**src/design/fdtb_pkg.sv**
```systemverilog
// Package for the fragment depth test and blend block.
// Holds sizes, codes, the command and configuration structs and helpers.
// Used by every module of the block but the RAM; depends on nothing.
package fdtb_pkg;

	localparam int MAX_WIDTH  = 256;
	localparam int MAX_HEIGHT = 256;
	localparam int STORE_SIZE = MAX_WIDTH * MAX_HEIGHT;
	localparam int ADDR_W     = $clog2(STORE_SIZE);
	localparam int DIM_W      = 9;
	localparam int DEPTH_W    = 18;
	localparam int CHAN_W     = 12;
	localparam int ALPHA_W    = 13;
	localparam int COLOR_W    = 3 * CHAN_W;
	localparam int QUO_W      = DEPTH_W - 1;

	localparam logic signed [DEPTH_W-1:0] DEPTH_MAX = 18'sd131071;
	localparam logic signed [DEPTH_W-1:0] DEPTH_MIN = -18'sd131072;
	localparam logic [ALPHA_W-1:0]        ALPHA_ONE = 13'd4096;

	localparam logic [0:0] OP_FRAG  = 1'b0;
	localparam logic [0:0] OP_CLEAR = 1'b1;

	localparam logic [2:0] CFG_FRAME_WIDTH  = 3'd0;
	localparam logic [2:0] CFG_FRAME_HEIGHT = 3'd1;
	localparam logic [2:0] CFG_DEPTH_FUNC   = 3'd2;
	localparam logic [2:0] CFG_DEPTH_WRITE  = 3'd3;
	localparam logic [2:0] CFG_BLEND_MODE   = 3'd4;

	localparam logic [2:0] DF_ALWAYS  = 3'd0;
	localparam logic [2:0] DF_LESS    = 3'd1;
	localparam logic [2:0] DF_LEQUAL  = 3'd2;
	localparam logic [2:0] DF_GREATER = 3'd3;
	localparam logic [2:0] DF_GEQUAL  = 3'd4;
	localparam logic [2:0] DF_EQUAL   = 3'd5;
	localparam logic [2:0] DF_NEQUAL  = 3'd6;

	localparam logic [1:0] BM_REPLACE = 2'd0;
	localparam logic [1:0] BM_ADD     = 2'd1;
	localparam logic [1:0] BM_ALPHA   = 2'd2;

	typedef enum logic [1:0] {
		K_FRAG   = 2'd0,
		K_REJECT = 2'd1,
		K_CLEAR  = 2'd2
	} kind_t;

	typedef struct packed {
		kind_t                     kind;
		logic [ADDR_W-1:0]         addr;
		logic signed [DEPTH_W-1:0] depth;
		logic [CHAN_W-1:0]         r;
		logic [CHAN_W-1:0]         g;
		logic [CHAN_W-1:0]         b;
		logic [ALPHA_W-1:0]        a;
	} cmd_t;

	typedef struct packed {
		logic [DIM_W-1:0] width;
		logic [DIM_W-1:0] height;
		logic [2:0]       depth_func;
		logic             depth_write;
		logic [1:0]       blend_mode;
	} cfg_t;

	function automatic logic depth_pass(input logic [2:0] func,
			input logic signed [DEPTH_W-1:0] stored, input logic signed [DEPTH_W-1:0] d);
		logic p;
		unique case (func)
			DF_ALWAYS:  p = 1'b1;
			DF_LESS:    p = d < stored;
			DF_LEQUAL:  p = d <= stored;
			DF_GREATER: p = d > stored;
			DF_GEQUAL:  p = d >= stored;
			DF_EQUAL:   p = d == stored;
			DF_NEQUAL:  p = d != stored;
			default:    p = 1'b0;
		endcase
		return p;
	endfunction

endpackage

```
**src/design/fdtb_queue.sv**
```systemverilog
// Two-entry command queue between the front and back parts.
// Depends on fdtb_pkg for the command struct.
module fdtb_queue (
	input  logic           clk,
	input  logic           arst_n,
	input  logic           push,
	input  fdtb_pkg::cmd_t din,
	input  logic           pop,
	output fdtb_pkg::cmd_t dout,
	output logic           full,
	output logic           empty
);

	fdtb_pkg::cmd_t ent_q [2];
	logic           wp_q;
	logic           rp_q;
	logic [1:0]     cnt_q;

	assign full  = (cnt_q == 2'd2);
	assign empty = (cnt_q == 2'd0);
	assign dout  = ent_q[rp_q];

	always_ff @(posedge clk or negedge arst_n) begin
		if (!arst_n) begin
			wp_q  <= 1'b0;
			rp_q  <= 1'b0;
			cnt_q <= 2'd0;
		end else begin
			if (push) begin
				wp_q <= ~wp_q;
			end
			if (pop) begin
				rp_q <= ~rp_q;
			end
			cnt_q <= cnt_q + {1'b0, push} - {1'b0, pop};
		end
	end

	always_ff @(posedge clk) begin
		if (push) begin
			ent_q[wp_q] <= din;
		end
	end

endmodule

```
**config.mk**
```make
export PLATFORM = sky130hd
export DESIGN_NAME = fdtb_queue
export DESIGN_NICKNAME = d
export VERILOG_FILES = /design/src/design/fdtb_pkg.sv /design/src/design/fdtb_queue.sv
export SDC_FILE = /design/constraint.sdc
export NUM_CORES = 1
export LEC_CHECK = 0
export BUFFER_PORTS_ARGS = -buffer_cell sky130_fd_sc_hd__buf_4
export CORE_ASPECT_RATIO = 1.5
export CORE_MARGIN = 3
export CORE_UTILIZATION = 56
export CTS_CLUSTER_DIAMETER = 120
export DETAILED_ROUTE_END_ITERATION = 10
export PLACE_DENSITY_LB_ADDON = 0.12
export SLEW_MARGIN = 20
export SYNTH_ARGS = -nofsm -noshare
export SYNTH_HDL_FRONTEND = slang
export SYNTH_SLANG_ARGS = --single-unit
```
**constraint.sdc**
```tcl
create_clock -name clk -period 10.8 [get_ports clk]
set_clock_uncertainty 0.05 [all_clocks]
set_input_delay 0.54 -clock clk [delete_from_list [all_inputs] [get_ports clk]]
set_output_delay 0.54 -clock clk [all_outputs]
set_load 0.005 [all_outputs]
```
## Word-level counts from Yosys, hierarchy flattened

Memory sizes are Yosys's and may differ from the RTL's.
Index checks and enable logic that the tools add are counted.

- Add/sub/neg operators: 2
- Equal/unequal tests: 1
- Multiplexer cells: 2
- Bitwise gates (word level): 2
- Reductions and logical operators: 1

Operator list:

| cell | number |
|---|---|
| adder 2 x 1 -> 2 bit | 1 |
| equality test 2 bit, second input constant | 1 |
| zero test 2 bit | 1 |
| 2-to-1 mux 1 bit | 2 |
| inverter 1 bit | 2 |
| subtractor 2 x 1 -> 2 bit | 1 |

- Register bits: 4
- RAM bits: 170
- Bits of input ports: 89
- Word-level logic and storage cells: 12
- Memories: 1

Memories:

| name | depth | width | read ports | clocked after Yosys merged registers in | write ports | RTL line | source |
|---|---|---|---|---|---|---|---|
| ent_q | 2 | 85 | 1 | 0 | 1 | fdtb_queue.sv:14 | `fdtb_pkg::cmd_t ent_q [2];` |

## Depth between registers and ports, before layout

- Word-level depth: 2
- Depth in mapped cells: 5
- Gate-level depth less buffers: 5

## Worst setup path before layout

Ideal clock, no wire load.

- Path type: input to register
- From: input push
- To: memory ent_q[0][0] (netlist bit) (enable)
- Library setup time: 539 ps
- Arrival: 4,251 ps
- Required time: 10,211 ps
- Path slack: 5,959 ps
- Stages: 1
- Path buffers: 0
- Cell sequence: nor2b_1

- Word-level cells in the longest chain between the ends: 2

Ends and longest elaborated chain:

| item | RTL line | source |
|---|---|---|
| start: declaration | fdtb_queue.sv:6 | `input logic push,` |
| 2-to-1 mux 1 bit | fdtb_queue.sv:40 | `if (push) begin` |
| 2-to-1 mux 1 bit (not written as such) | fdtb_queue.sv:41 | `ent_q[wp_q] <= din;` |
| end: declaration | fdtb_queue.sv:14 |  |

No other way between the ends.

==> results.cfg <==
[synthesis]
synth_area_leaders = edfxtp_1, mux2_4, mux2_2, dfrtp_1, buf_12
synth_seq_area_share_pct = 79.65
synth_top_area_share_pct = 78.12
synthXorXnorAreaFrac_pct = 0.6318
synth_compound_area_share_pct = 0
synthFlopType = edfxtp_1
synth_edf_count = 170
synth_seq_cells = 174
yosys-mux-area-fraction_pct = 16.94
synth_top_family_by_area = multiplexers
synth_top_area_cell = edfxtp_1
syn-num-nets = 371
avgSynthCellArea_um2 = 23.34
netlist_instances = 280
synth_adder_area_share_pct = 0.3829
yosys_warnings = 0
synth-simple-area-share_pct = 0.3446
async_reset_ff_share_pct = 2.299
ys_types = 15
synth_area_um2 = 6535

[die]
rows = 47
die_x_um = 94.21
die_y_um = 138.3
pin_count = 176
start_util_pct = 58.18
dieArea_um2 = 13030
core_area_um2 = 11230

[worst_setup_path]
critPathRequiredTime_ns = 10.21
path_max_fanout = 52
endpoint = dout[22]
cp_common_cell = buf_4
r2r_slack_ns = 8.76
start_kind = flop
timing.rr.end = ent_q[0][29]
rr_startpoint = wp_q
critPathMaxStageDelay_ns = 0.77
critical_path_class = flop to output port
crit_start = rp_q
crit_path_end_kind = output port
arrival_ns = 2.56
worstRegToRegCells = 3
slowest_stage = buf_4
worstPathCellList = buf_4 > mux2_2 > buf_4

[global_route]
grt_max_degree = 86
overflow = 0
track_usage_pct = 18.51
grt_pass1_wl_um = 17690
grt_pass1_vias = 3490
antenna_found_initial = 0

[sta]
fin_crit_ns = 3.148
tightest_slew_ns = 0.9126
min_period_over_period_pct = 29.15
setup-tns-final_ns = 0
hold_viol = 0
slew_viol_final = 0
setup_viol = 0
slew_headroom_pct = 39.16
grt_setup_unrepaired = no
fmax_mhz = 317.6

[routing]
vias_per_cell = 5.124
drc = 0
dr.pass1.iters = 4
drtIter0Drc = 145
vias = 3223
wl_per_cell_um = 18.75
drtAntennaViolNets = 0
wl_um = 11790

[hold_path]
hp-class = input port to flop

[layout]
drive_gt1_share_pct = 61.41
area_growth_pct = 30.33
final_cells = 629
antenna_cells = 0
fin_nets = 560

[cts]
cts_made_buffers = 17
cts-root-buf = clkbuf_16
cts_resized = 0
cts_tree = done
path_clk_slew_ns = 0.07
cts_sinks = 174
clk_path_buf_depth = 2
htree_levels = 4
clk-insertion-delay-late_ns = 0.41

[place]
place_congestion = 0.7489
portBuffers = 175
placed_cells = 594
dp_hpwl_um = 7751

[pwr]
p_leak_nw = 3.332
vdd_drop_max_v = 0.0001701
cellPowerDensity_nw_per_um2 = 250.3

[run_status]
status = finished clean

[flow_run]
maxCapViolations = 0
## how the worst min path moves through the flow
stage | startpoint | end | slack [ns] | cells past startpoint
4_1_cts | din[81] | ent_q[0][81] | 0.24 | 1
3_3_place_gp | arst_n | wp_q | 0.29 | 1
2_1_floorplan | arst_n | cnt_q[0] | 0.19 | 0
5_1_grt | din[80] | ent_q[0][80] | 0.24 | 1
6_report | din[38] | ent_q[1][38] | 0.26 | 1
3_5_place_dp | arst_n | cnt_q[1] | 0.29 | 1
## critical path, delay by kind of cell, from the launching register on
family,cells,cell delay (ns)
DFF,1,0.73
buffers and inverters,2,0.91
muxes,1,0.43
## cells in the mapped netlist, types with 2 or more instances
| cell | n |
|---|---|
| buf_2 | 4 |
| edfxtp_1 | 170 |
| mux2_4 | 40 |
| dfrtp_1 | 4 |
| mux2_2 | 45 |
| buf_12 | 4 |
| xor2_1 | 2 |
| nor2b_1 | 2 |
| inv_1 | 2 |
| ha_1 | 2 |
## report_power, final
group / switching (mW) / internal (mW)
sequential: 0.0568 / 0.897
clock: 0.240 / 0.294
combinational: 0.256 / 0.389
## what timing repair did
item,in CTS,in global routing
hold buffers,1,0
hold endpoints to repair,4,0
buffers inserted,0,0
## layout by cell type (no fill, tap or decap), drive strengths merged
master       count
nor2b            2
mux2            85
dfrtp            4
clkinv           6
edfxtp         170
inv              4
buf            179
xor3             1
dlygate4sd3      1
ha               2
clkinvlp         5
xor2             2
and2             1
clkbuf          19
nor2             1
## per-stage QoR
| stage | power [mW] | cell area [um^2] | utilization, % | setup slack [ns] | hold slack, ns |
|---|---|---|---|---|---|
| after floorplan | 1.350 | 6535 | - | 5.959 | 0.1944 |
| after global placement | 1.600 | 7935 | 70.65 | 8.107 | 0.2877 |
| after detailed placement | 1.615 | 7935 | 70.65 | 8.086 | 0.2918 |
| after CTS | 2.149 | 8469 | 75.40 | 7.625 | 0.2394 |
| after global routing | 2.234 | 8517 | 75.83 | 7.549 | 0.2355 |
| final | 2.132 | 8517 | 75.83 | 7.652 | 0.2594 |
## per-layer routing
| layer | GRT usage (%) | vias to the layer above | share of wire (%) | wire length [um] |
|---|---|---|---|---|
| li1 | - | 1481 | - | - |
| met1 | 20.57 | 1575 | 35 | 4110 |
| met2 | 32.00 | 138 | 55 | 6467 |
| met3 | 6.033 | 29 | 6.9 | 818 |
| met4 | 8.067 | 0 | 3.4 | 396 |
| met5 | 0 | - | 0 | 0 |
## logic make-up (layout without fill, tap and decap cells)
| family | after synthesis | in the layout |
|---|---|---|
| xor+xnor | 3 | 3 |
| fa+ha+maj | 2 | 2 |
| buf+inv | 12 | 214 |
| simple gates | 4 | 4 |
| flops | 174 | 174 |
| mux | 85 | 85 |
## sequential cells by signal, indices dropped and copies added, names as in the netlist
signal,count
ent_q,170
cnt_q,2
wp_q,1
rp_q,1
## final cells by class
class,count,area (um^2)
inverter,2,7.507
clock inverter,13,91.34
clock buffer,19,432.9
timing repair buffer,180,1386
multi-input combinational,94,1206
tap,147,183.9
fill,657,2715
sequential,174,5209
No activity file was read; power rests on OpenSTA's default activity.
