## config.mk

```make
export PLATFORM = sky130hd
export DESIGN_NAME = fdtb_front
export DESIGN_NICKNAME = d
export VERILOG_FILES = /design/src/design/fdtb_pkg.sv /design/src/design/fdtb_front.sv
export SDC_FILE = /design/constraint.sdc
export NUM_CORES = 1
export LEC_CHECK = 0
export BUFFER_PORTS_ARGS = -buffer_cell sky130_fd_sc_hd__buf_2
export CELL_PAD_IN_SITES_DETAIL_PLACEMENT = 2
export CELL_PAD_IN_SITES_GLOBAL_PLACEMENT = 2
export CORE_MARGIN = 2
export CORE_UTILIZATION = 30
export CTS_CLUSTER_SIZE = 24
export DETAILED_ROUTE_END_ITERATION = 8
export GPL_ROUTABILITY_DRIVEN = 0
export PLACE_DENSITY = 0.7
export SETUP_SLACK_MARGIN = 0.4
export SLEW_MARGIN = 25
export SYNTH_ARGS = -nofsm -noshare
export SYNTH_HDL_FRONTEND = slang
export SYNTH_SLANG_ARGS = --single-unit
export TNS_END_PERCENT = 5
```

## constraint.sdc

```tcl
create_clock -name clk -period 5.6 [get_ports clk]
set_input_delay 0.84 -clock clk [delete_from_list [all_inputs] [get_ports clk]]
set_output_delay 0.84 -clock clk [all_outputs]
set_load 0.01 [all_outputs]
```

## src/design/fdtb_pkg.sv

```systemverilog
// Package for the fragment depth test and blend block.
// Holds sizes, codes, the command and configuration structs and helpers.
// Used by every module of the block but the RAM; depends on nothing.
package fdtb_pkg;

	localparam int MAX_WIDTH  = 256;
	localparam int MAX_HEIGHT = 256;
	localparam int STORE_SIZE = MAX_WIDTH * MAX_HEIGHT;
	localparam int ADDR_W     = $clog2(STORE_SIZE);
	localparam int DIM_W      = 9;
	localparam int DEPTH_W    = 18;
	localparam int CHAN_W     = 12;
	localparam int ALPHA_W    = 13;
	localparam int COLOR_W    = 3 * CHAN_W;
	localparam int QUO_W      = DEPTH_W - 1;

	localparam logic signed [DEPTH_W-1:0] DEPTH_MAX = 18'sd131071;
	localparam logic signed [DEPTH_W-1:0] DEPTH_MIN = -18'sd131072;
	localparam logic [ALPHA_W-1:0]        ALPHA_ONE = 13'd4096;

	localparam logic [0:0] OP_FRAG  = 1'b0;
	localparam logic [0:0] OP_CLEAR = 1'b1;

	localparam logic [2:0] CFG_FRAME_WIDTH  = 3'd0;
	localparam logic [2:0] CFG_FRAME_HEIGHT = 3'd1;
	localparam logic [2:0] CFG_DEPTH_FUNC   = 3'd2;
	localparam logic [2:0] CFG_DEPTH_WRITE  = 3'd3;
	localparam logic [2:0] CFG_BLEND_MODE   = 3'd4;

	localparam logic [2:0] DF_ALWAYS  = 3'd0;
	localparam logic [2:0] DF_LESS    = 3'd1;
	localparam logic [2:0] DF_LEQUAL  = 3'd2;
	localparam logic [2:0] DF_GREATER = 3'd3;
	localparam logic [2:0] DF_GEQUAL  = 3'd4;
	localparam logic [2:0] DF_EQUAL   = 3'd5;
	localparam logic [2:0] DF_NEQUAL  = 3'd6;

	localparam logic [1:0] BM_REPLACE = 2'd0;
	localparam logic [1:0] BM_ADD     = 2'd1;
	localparam logic [1:0] BM_ALPHA   = 2'd2;

	typedef enum logic [1:0] {
		K_FRAG   = 2'd0,
		K_REJECT = 2'd1,
		K_CLEAR  = 2'd2
	} kind_t;

	typedef struct packed {
		kind_t                     kind;
		logic [ADDR_W-1:0]         addr;
		logic signed [DEPTH_W-1:0] depth;
		logic [CHAN_W-1:0]         r;
		logic [CHAN_W-1:0]         g;
		logic [CHAN_W-1:0]         b;
		logic [ALPHA_W-1:0]        a;
	} cmd_t;

	typedef struct packed {
		logic [DIM_W-1:0] width;
		logic [DIM_W-1:0] height;
		logic [2:0]       depth_func;
		logic             depth_write;
		logic [1:0]       blend_mode;
	} cfg_t;

	function automatic logic depth_pass(input logic [2:0] func,
			input logic signed [DEPTH_W-1:0] stored, input logic signed [DEPTH_W-1:0] d);
		logic p;
		unique case (func)
			DF_ALWAYS:  p = 1'b1;
			DF_LESS:    p = d < stored;
			DF_LEQUAL:  p = d <= stored;
			DF_GREATER: p = d > stored;
			DF_GEQUAL:  p = d >= stored;
			DF_EQUAL:   p = d == stored;
			DF_NEQUAL:  p = d != stored;
			default:    p = 1'b0;
		endcase
		return p;
	endfunction

endpackage

```

## src/design/fdtb_front.sv

```systemverilog
// Front part: accepts input items, classifies them and forms the depth.
// The depth z / w comes from a bit-serial divider; depends on fdtb_pkg.
module fdtb_front (
	input  logic                      clk,
	input  logic                      arst_n,
	input  fdtb_pkg::cfg_t            cfg,
	input  logic                      in_valid,
	output logic                      in_ready,
	input  logic                      in_op,
	input  logic [7:0]                in_x,
	input  logic [7:0]                in_y,
	input  logic signed [23:0]        in_z,
	input  logic signed [23:0]        in_w,
	input  logic [fdtb_pkg::CHAN_W-1:0]  in_r,
	input  logic [fdtb_pkg::CHAN_W-1:0]  in_g,
	input  logic [fdtb_pkg::CHAN_W-1:0]  in_b,
	input  logic [fdtb_pkg::ALPHA_W-1:0] in_a,
	output logic                      push,
	output fdtb_pkg::cmd_t            push_cmd,
	input  logic                      full
);

	typedef enum logic [2:0] {
		F_IDLE = 3'b001,
		F_DIV  = 3'b010,
		F_PUSH = 3'b100
	} fstate_t;

	fstate_t            state_q;
	fdtb_pkg::cmd_t     cmd_q;
	logic [23:0]        rem_q;
	logic [23:0]        dvs_q;
	logic [fdtb_pkg::QUO_W-1:0] quo_q;
	logic [4:0]         cnt_q;
	logic               zb0_q;
	logic               neg_q;

	logic [23:0]        mag_z;
	logic [23:0]        mag_w;
	logic               ovf;
	logic               outside;
	logic [16:0]        index;
	logic signed [fdtb_pkg::DEPTH_W-1:0] clr_depth;
	logic [fdtb_pkg::ALPHA_W-1:0] a_clamp;
	logic [24:0]        trial;
	logic               take;
	logic [fdtb_pkg::QUO_W-1:0] quo_next;
	logic [fdtb_pkg::DEPTH_W-1:0] quo_ext;

	assign mag_z    = in_z[23] ? 24'(-in_z) : 24'(in_z);
	assign mag_w    = in_w[23] ? 24'(-in_w) : 24'(in_w);
	assign ovf      = {1'b0, mag_z} >= {mag_w, 1'b0};
	assign outside  = ({1'b0, in_x} >= cfg.width) || ({1'b0, in_y} >= cfg.height);
	assign index    = 17'(in_y * cfg.width) + 17'(in_x);
	assign a_clamp  = (in_a > fdtb_pkg::ALPHA_ONE) ? fdtb_pkg::ALPHA_ONE : in_a;
	assign in_ready = (state_q == F_IDLE);
	assign push     = (state_q == F_PUSH) && !full;
	assign push_cmd = cmd_q;

	always_comb begin
		if (in_z > 24'sd131071) begin
			clr_depth = fdtb_pkg::DEPTH_MAX;
		end else if (in_z < -24'sd131072) begin
			clr_depth = fdtb_pkg::DEPTH_MIN;
		end else begin
			clr_depth = in_z[fdtb_pkg::DEPTH_W-1:0];
		end
	end

	assign trial    = {rem_q, (cnt_q == 5'd0) ? zb0_q : 1'b0};
	assign take     = trial >= {1'b0, dvs_q};
	assign quo_next = {quo_q[fdtb_pkg::QUO_W-2:0], take};
	assign quo_ext  = {1'b0, quo_next};

	always_ff @(posedge clk or negedge arst_n) begin
		if (!arst_n) begin
			state_q <= F_IDLE;
		end else begin
			unique case (state_q)
				F_IDLE: begin
					if (in_valid) begin
						if (in_op == fdtb_pkg::OP_CLEAR || outside || in_w == 24'sd0 || ovf) begin
							state_q <= F_PUSH;
						end else begin
							state_q <= F_DIV;
						end
					end
				end
				F_DIV: begin
					if (cnt_q == 5'(fdtb_pkg::QUO_W - 1)) begin
						state_q <= F_PUSH;
					end
				end
				F_PUSH: begin
					if (!full) begin
						state_q <= F_IDLE;
					end
				end
				default: state_q <= F_IDLE;
			endcase
		end
	end

	always_ff @(posedge clk) begin
		if (state_q == F_IDLE && in_valid) begin
			cmd_q.addr <= index[fdtb_pkg::ADDR_W-1:0];
			cmd_q.r    <= in_r;
			cmd_q.g    <= in_g;
			cmd_q.b    <= in_b;
			cmd_q.a    <= a_clamp;
			rem_q      <= {1'b0, mag_z[23:1]};
			dvs_q      <= mag_w;
			zb0_q      <= mag_z[0];
			neg_q      <= in_z[23] ^ in_w[23];
			quo_q      <= '0;
			cnt_q      <= '0;
			if (in_op == fdtb_pkg::OP_CLEAR) begin
				cmd_q.kind  <= fdtb_pkg::K_CLEAR;
				cmd_q.depth <= clr_depth;
			end else if (outside) begin
				cmd_q.kind  <= fdtb_pkg::K_REJECT;
				cmd_q.depth <= '0;
			end else begin
				cmd_q.kind <= fdtb_pkg::K_FRAG;
				if (in_w == 24'sd0) begin
					cmd_q.depth <= fdtb_pkg::DEPTH_MAX;
				end else if (ovf) begin
					cmd_q.depth <= (in_z[23] ^ in_w[23]) ? fdtb_pkg::DEPTH_MIN
						: fdtb_pkg::DEPTH_MAX;
				end else begin
					cmd_q.depth <= '0;
				end
			end
		end else if (state_q == F_DIV) begin
			rem_q <= take ? 24'(trial - {1'b0, dvs_q}) : trial[23:0];
			quo_q <= quo_next;
			cnt_q <= cnt_q + 5'd1;
			if (cnt_q == 5'(fdtb_pkg::QUO_W - 1)) begin
				cmd_q.depth <= neg_q ? 18'(-quo_ext) : quo_ext;
			end
		end
	end

endmodule

```

---- After elaboration in Yosys (flattened, before gate mapping) ----
Index checks and enable logic that the tools add are counted.
storage, ports and cells
  register bits after elaboration ......... 159
  output and inout bits ................... 87
  logic and storage cells ................. 73
cells by class
  magnitude comparators ................... 7
  equal/unequal tests ..................... 7
  reduce and logical (&&, ||, !) cells .... 13
  bitwise gates (word level) .............. 1
  add/subtract/negate cells ............... 6
  multiply operators ...................... 1
  mux-type cells .......................... 23
operators with widths
  operator                                               number
  two-way mux 18 bit                                     11
  two-way mux 24 bit                                     3
  negation 24 bit                                        2
  two-way mux 23 bit                                     2
  greater-or-equal comparator 24 x 25 -> 1 bit           1
  greater-or-equal comparator 25 x 24 -> 1 bit           1
  > comparator 24 x 18 -> 1 bit (second input constant)  1
  logical NOT 24 bit                                     1
  < comparator 24 x 18 -> 1 bit (second input constant)  1
  subtractor 24 bit                                      1
  greater-or-equal comparator 8 x 9 -> 1 bit             2
  negation 17 -> 18 bit                                  1
  adder 16 x 8 -> 16 bit                                 1
  multiplier 8 x 9 -> 16 bit                             1
  > comparator 13 bit (second input constant)            1
  two-way mux 3 bit                                      4
  case mux 3 bit (3 select lines)                        1
  != test 2 bit (second input constant)                  3
  adder 5 x 1 -> 5 bit (second input constant)           1
  equality test 5 bit (second input constant)            1
  logical NOT 5 bit                                      1
  logical OR 1 bit                                       4
  nonzero test 2 bit                                     2
  equality test 3 x 1 -> 1 bit (second input constant)   1
  other kinds (8)                                        10

---- Longest topological paths before layout ----
  depth after elaboration ................. 8
  mapped depth ............................ 21
  mapped depth without buffers ............ 20

---- Worst setup path before layout ----
OpenSTA, ideal clock, no wires.
  kind .................................... input-to-reg
  start ................................... input port in_y[1]
  end ..................................... register cmd_q (netlist bit push_cmd[81]), data pin
  data required time ...................... 5,343 ps
  path buffers ............................ 1
  setup slack ............................. 607 ps
  library setup time ...................... 257 ps
  stages .................................. 19
  arrival time ............................ 4,736 ps
  path through ............................ clkbuf_1 > nand2_1 > fa_1 > inv_1 > fa_1 > ha_1 > inv_1 > fa_1 > inv_1 > ha_1 > a21o_1 > a21oi_1 > o21ai_0 > a21oi_1 > nor2b_1 > o2111ai_1 > nand3_1 > o211a_1 > xor2_1
on the way
  cells in the longest elaborated chain, start to end .. 2
ends and longest elaborated chain
  what                        line              RTL
  start, declared             fdtb_front.sv:11  input logic [7:0] in_y,
  multiplier 8 x 9 -> 16 bit  fdtb_front.sv:54  assign index = 17'(in_y * cfg.width) + 17'(in_x);
  adder 16 x 8 -> 16 bit      fdtb_front.sv:54
  via index[14]               fdtb_front.sv:42  logic [16:0] index;
  end, declared               fdtb_front.sv:30  fdtb_pkg::cmd_t cmd_q;
The timed path passes the listed nets, and every way through them passes these cells.
A chain may end at the register's enable or synchronous reset.

---- Worst setup path after layout ----
Ends and elaborated chain as after synthesis.

==> run summary <==
Status -> finished clean
Logic pwr share -> 53.4%
Net Sw Frac -> 42.5%
RSZ-0062 raised after global routing -> true
Post-synth net total -> 1531
Crit-path slowest cell -> fa_1
Final hold violations -> 0
Area Overhead vs Synth -> 19.7%
Nets -> 1753
Post-CTS setup buffers -> 0
Htree depth -> 4
Reg area -> 4540 um2
Filler instances -> 4415
Setup TNS -> 0 ns
Worst Tran Pin Value -> 0.880 ns
Int Pwr -> 3.97 mW
Worst Path Required -> 5.80 ns
CTS clk-pin slew, worst paths -> 0.07 ns
Site row count -> 73
Final period utilization -> 87.4%
Ys flop type -> edfxtp_1
Drc violations -> 0
Pin count of the biggest net entering global routing -> 117
CP Class -> in2reg
Drt wl/cell -> 19.4 um
Clock latency on the worst-skew pair -> 0.44 ns
CP max stage delay -> 0.59 ns
Final Critical Period -> 4.90 ns
Height of the die -> 205 um
Commonest non-fill, non-tap cell in the layout -> buf_2
EDFF count, synth -> 134
DR pass1 iterations -> 5
Crit. Startpoint -> in_y[1]
Clock network power share -> 17.2%
Pre-CTS worst setup slack -> 0.0734 ns
Hold_ws -> 0.182 ns
Io pins -> 229
Vias in the first global route -> 11.0k
Drt total wl -> 38.8 mm
Syn Inst Count -> 1237
Initial core utilization -> 30.4%
Area contributors post-synth -> edfxtp_1 (33%), ha_1 (11%), fa_1 (8.3%), inv_1 (5.2%), xnor2_1 (4.4%)
R2R Path End -> rem_q[18]
Seq cells post-synth -> 159
GRT overflow -> 0
Slack of the critical path -> 0.704 ns
Setup Skew -> 0.0144 ns
Ys async rst share -> 1.89%
Vias -> 9975
CTS buffer count -> 17
CTS tree -> yes
Reg2reg start -> cnt_q[0]
Yosys warns -> 0
Mapped Avg Cell Area -> 9.76 um2
Critical Path Sink -> push_cmd[81]
Maxcap violations -> 0
CP startpoint kind -> input port
Deepest clock path buffer count -> 2
R2r setup slk -> 1.57 ns
Crit path cell chain -> buf_2 -> nand2_1 -> fa_1 -> inv_1 -> fa_1 -> ha_1 -> inv_1 -> fa_1 -> inv_1 -> ha_1 -> a21o_1 -> a21oi_1 -> o21ai_0 -> a21oi_1 -> nor2b_1 -> o2111ai_1 -> nand3_1 -> o211a_1 -> xor2_1
Final ANT Viol Nets -> 0
Area leader, netlist -> edfxtp_1
GR Util All Layers -> 19.0%
Global-route wire length before repair -> 61.4 mm
Chip Width -> 205 um
Initial antenna violation count -> 5
Peak supply drop -> 0.267 mV
Core area -> 39700 um2
Post-synth top area share -> 33.3%
Synthesized area -> 12100 um2
Psw -> 2.93 mW
CTS Root Cell -> clkbuf_16
Area after DPL -> 13800 um2
I/O Buffers -> 222
Sequential Power Share -> 29.4%
HPWL Detailed -> 31.1 mm
Total Power -> 6.90 mW
Most frequent cells in the layout -> buf_2 (222), inv_1 (165), edfxtp_1 (134)
Cell Pwr Density -> 478 nW/um2
Fmax -> 0.204 GHz
Post-synthesis cell type count -> 72
Hold crit path type -> in2async
Clk sinks -> 159
Total die area -> 41900 um2
Initial drt markers -> 366
Reg2Reg Depth -> 15
Arrival @ worst endpoint -> 5.09 ns
Via/cell ratio -> 4.99
Fraction of layout cells with a size suffix above 1 -> 20.7%
Nature of the critical path endpoint -> flop
Leakage power -> 6.40 nW
Critical Path Fanout Max -> 10
Worst slew margin -> 40.8%
Fin. max-slew vios -> 0
Final Setup Violations -> 0
Sequential area share after synthesis -> 37.6%
Multi-input gate area -> 6780 um2
Final instance area -> 14400 um2
==> worst min-delay path by stage <==
| stage | startpoint | end | slack, ns | depth (start not counted) |
|---|---|---|---|---|
| 2_1_floorplan | quo_q[5] | quo_q[6] | 0.45 | 2 |
| 3_3_place_gp | quo_q[15] | quo_q[15] | 0.48 | 2 |
| 3_5_place_dp | quo_q[15] | quo_q[15] | 0.49 | 2 |
| 4_1_cts | arst_n | state_q[1] | 0.15 | 1 |
| 5_1_grt | arst_n | state_q[1] | 0.16 | 1 |
| 6_report | arst_n | state_q[1] | 0.18 | 1 |
==> repair_timing <==
item | CTS | global route
setup endpoints to repair | 0 | 4
resized for setup | 0 | 3
hold buffers | 0 | 0
==> cell usage after synthesis, drive strengths merged (6+ instances only) <==
master,number
ha,102
inv,166
nor2,53
or3,9
fa,50
o21a,8
a21oi,78
clkbuf,30
nor2b,23
nand2b,16
nor3,21
a22oi,17
a21o,22
nand2,119
o2111ai,6
nand4,9
nor4,9
edfxtp,134
o31ai,15
dfxtp,22
xor2,29
mux2i,9
or4,7
o21ai,66
buf,6
a31oi,9
and2,46
nand3,19
o41ai,6
xnor2,61
==> power by group through the flow <==
stage                     combinational (mW)  sequential (mW)  clock, mW
final                                   3.69             2.03       1.19
after detailed placement                3.69             2.05          0
after global placement                  3.56             2.04          0
after CTS                               3.73             2.03       1.22
after floorplan                         2.46             2.15          0
after global routing                    4.18             2.07       1.26
==> flip-flops by register name, indices dropped and copies added, names as in the netlist <==
name / count
zb0_q: 1
neg_q: 1
state_q: 3
quo_q: 16
dvs_q: 24
rem_q: 24
push_cmd: 85
cnt_q: 5
==> kinds of logic after synthesis <==
group | share of synthesized area [%]
simple gates | 15.1
flops | 37.6
mux | 0.871
xor+xnor | 6.53
buf+inv | 6.49
compound gates | 14.5
fa+ha+maj | 18.9
==> metrics by stage <==
step | std cells | utilization, %
final | 2000 | 36.4
after CTS | 1997 | 36.3
after global routing | 1997 | 36.3
after global placement | 1965 | 34.8
after floorplan | 1237 | -
after detailed placement | 1965 | 34.8
==> critical path, delay by kind of cell <==
family                   cells  cell delay [ns]
AO/OA/AOI/OAI                6             1.23
adder cells (fa/ha/maj)      5             2.15
XOR/XNOR                     1             0.14
AND/OR/NAND/NOR              3             0.36
buffers and inverters        4             0.37
==> layout make-up <==
cell class / count / share of cell area [%]
timing repair buffer: 240 / 8.71
multi-input combinational: 875 / 46.9
tap: 525 / 4.55
clock inverter: 14 / 1.02
antenna: 3 / 0.0520
inverter: 166 / 4.36
sequential: 159 / 31.4
clock buffer: 18 / 2.97
==> layer usage <==
metal | track usage, % | vias up | wire length, um
li1 | - | 4750 | -
met1 | 24.4 | 4998 | 17300
met2 | 32.7 | 187 | 19200
met3 | 3.93 | 34 | 1760
met4 | 4.11 | 6 | 496
met5 | 0 | - | 42
(Power assumes the default switching activity.)
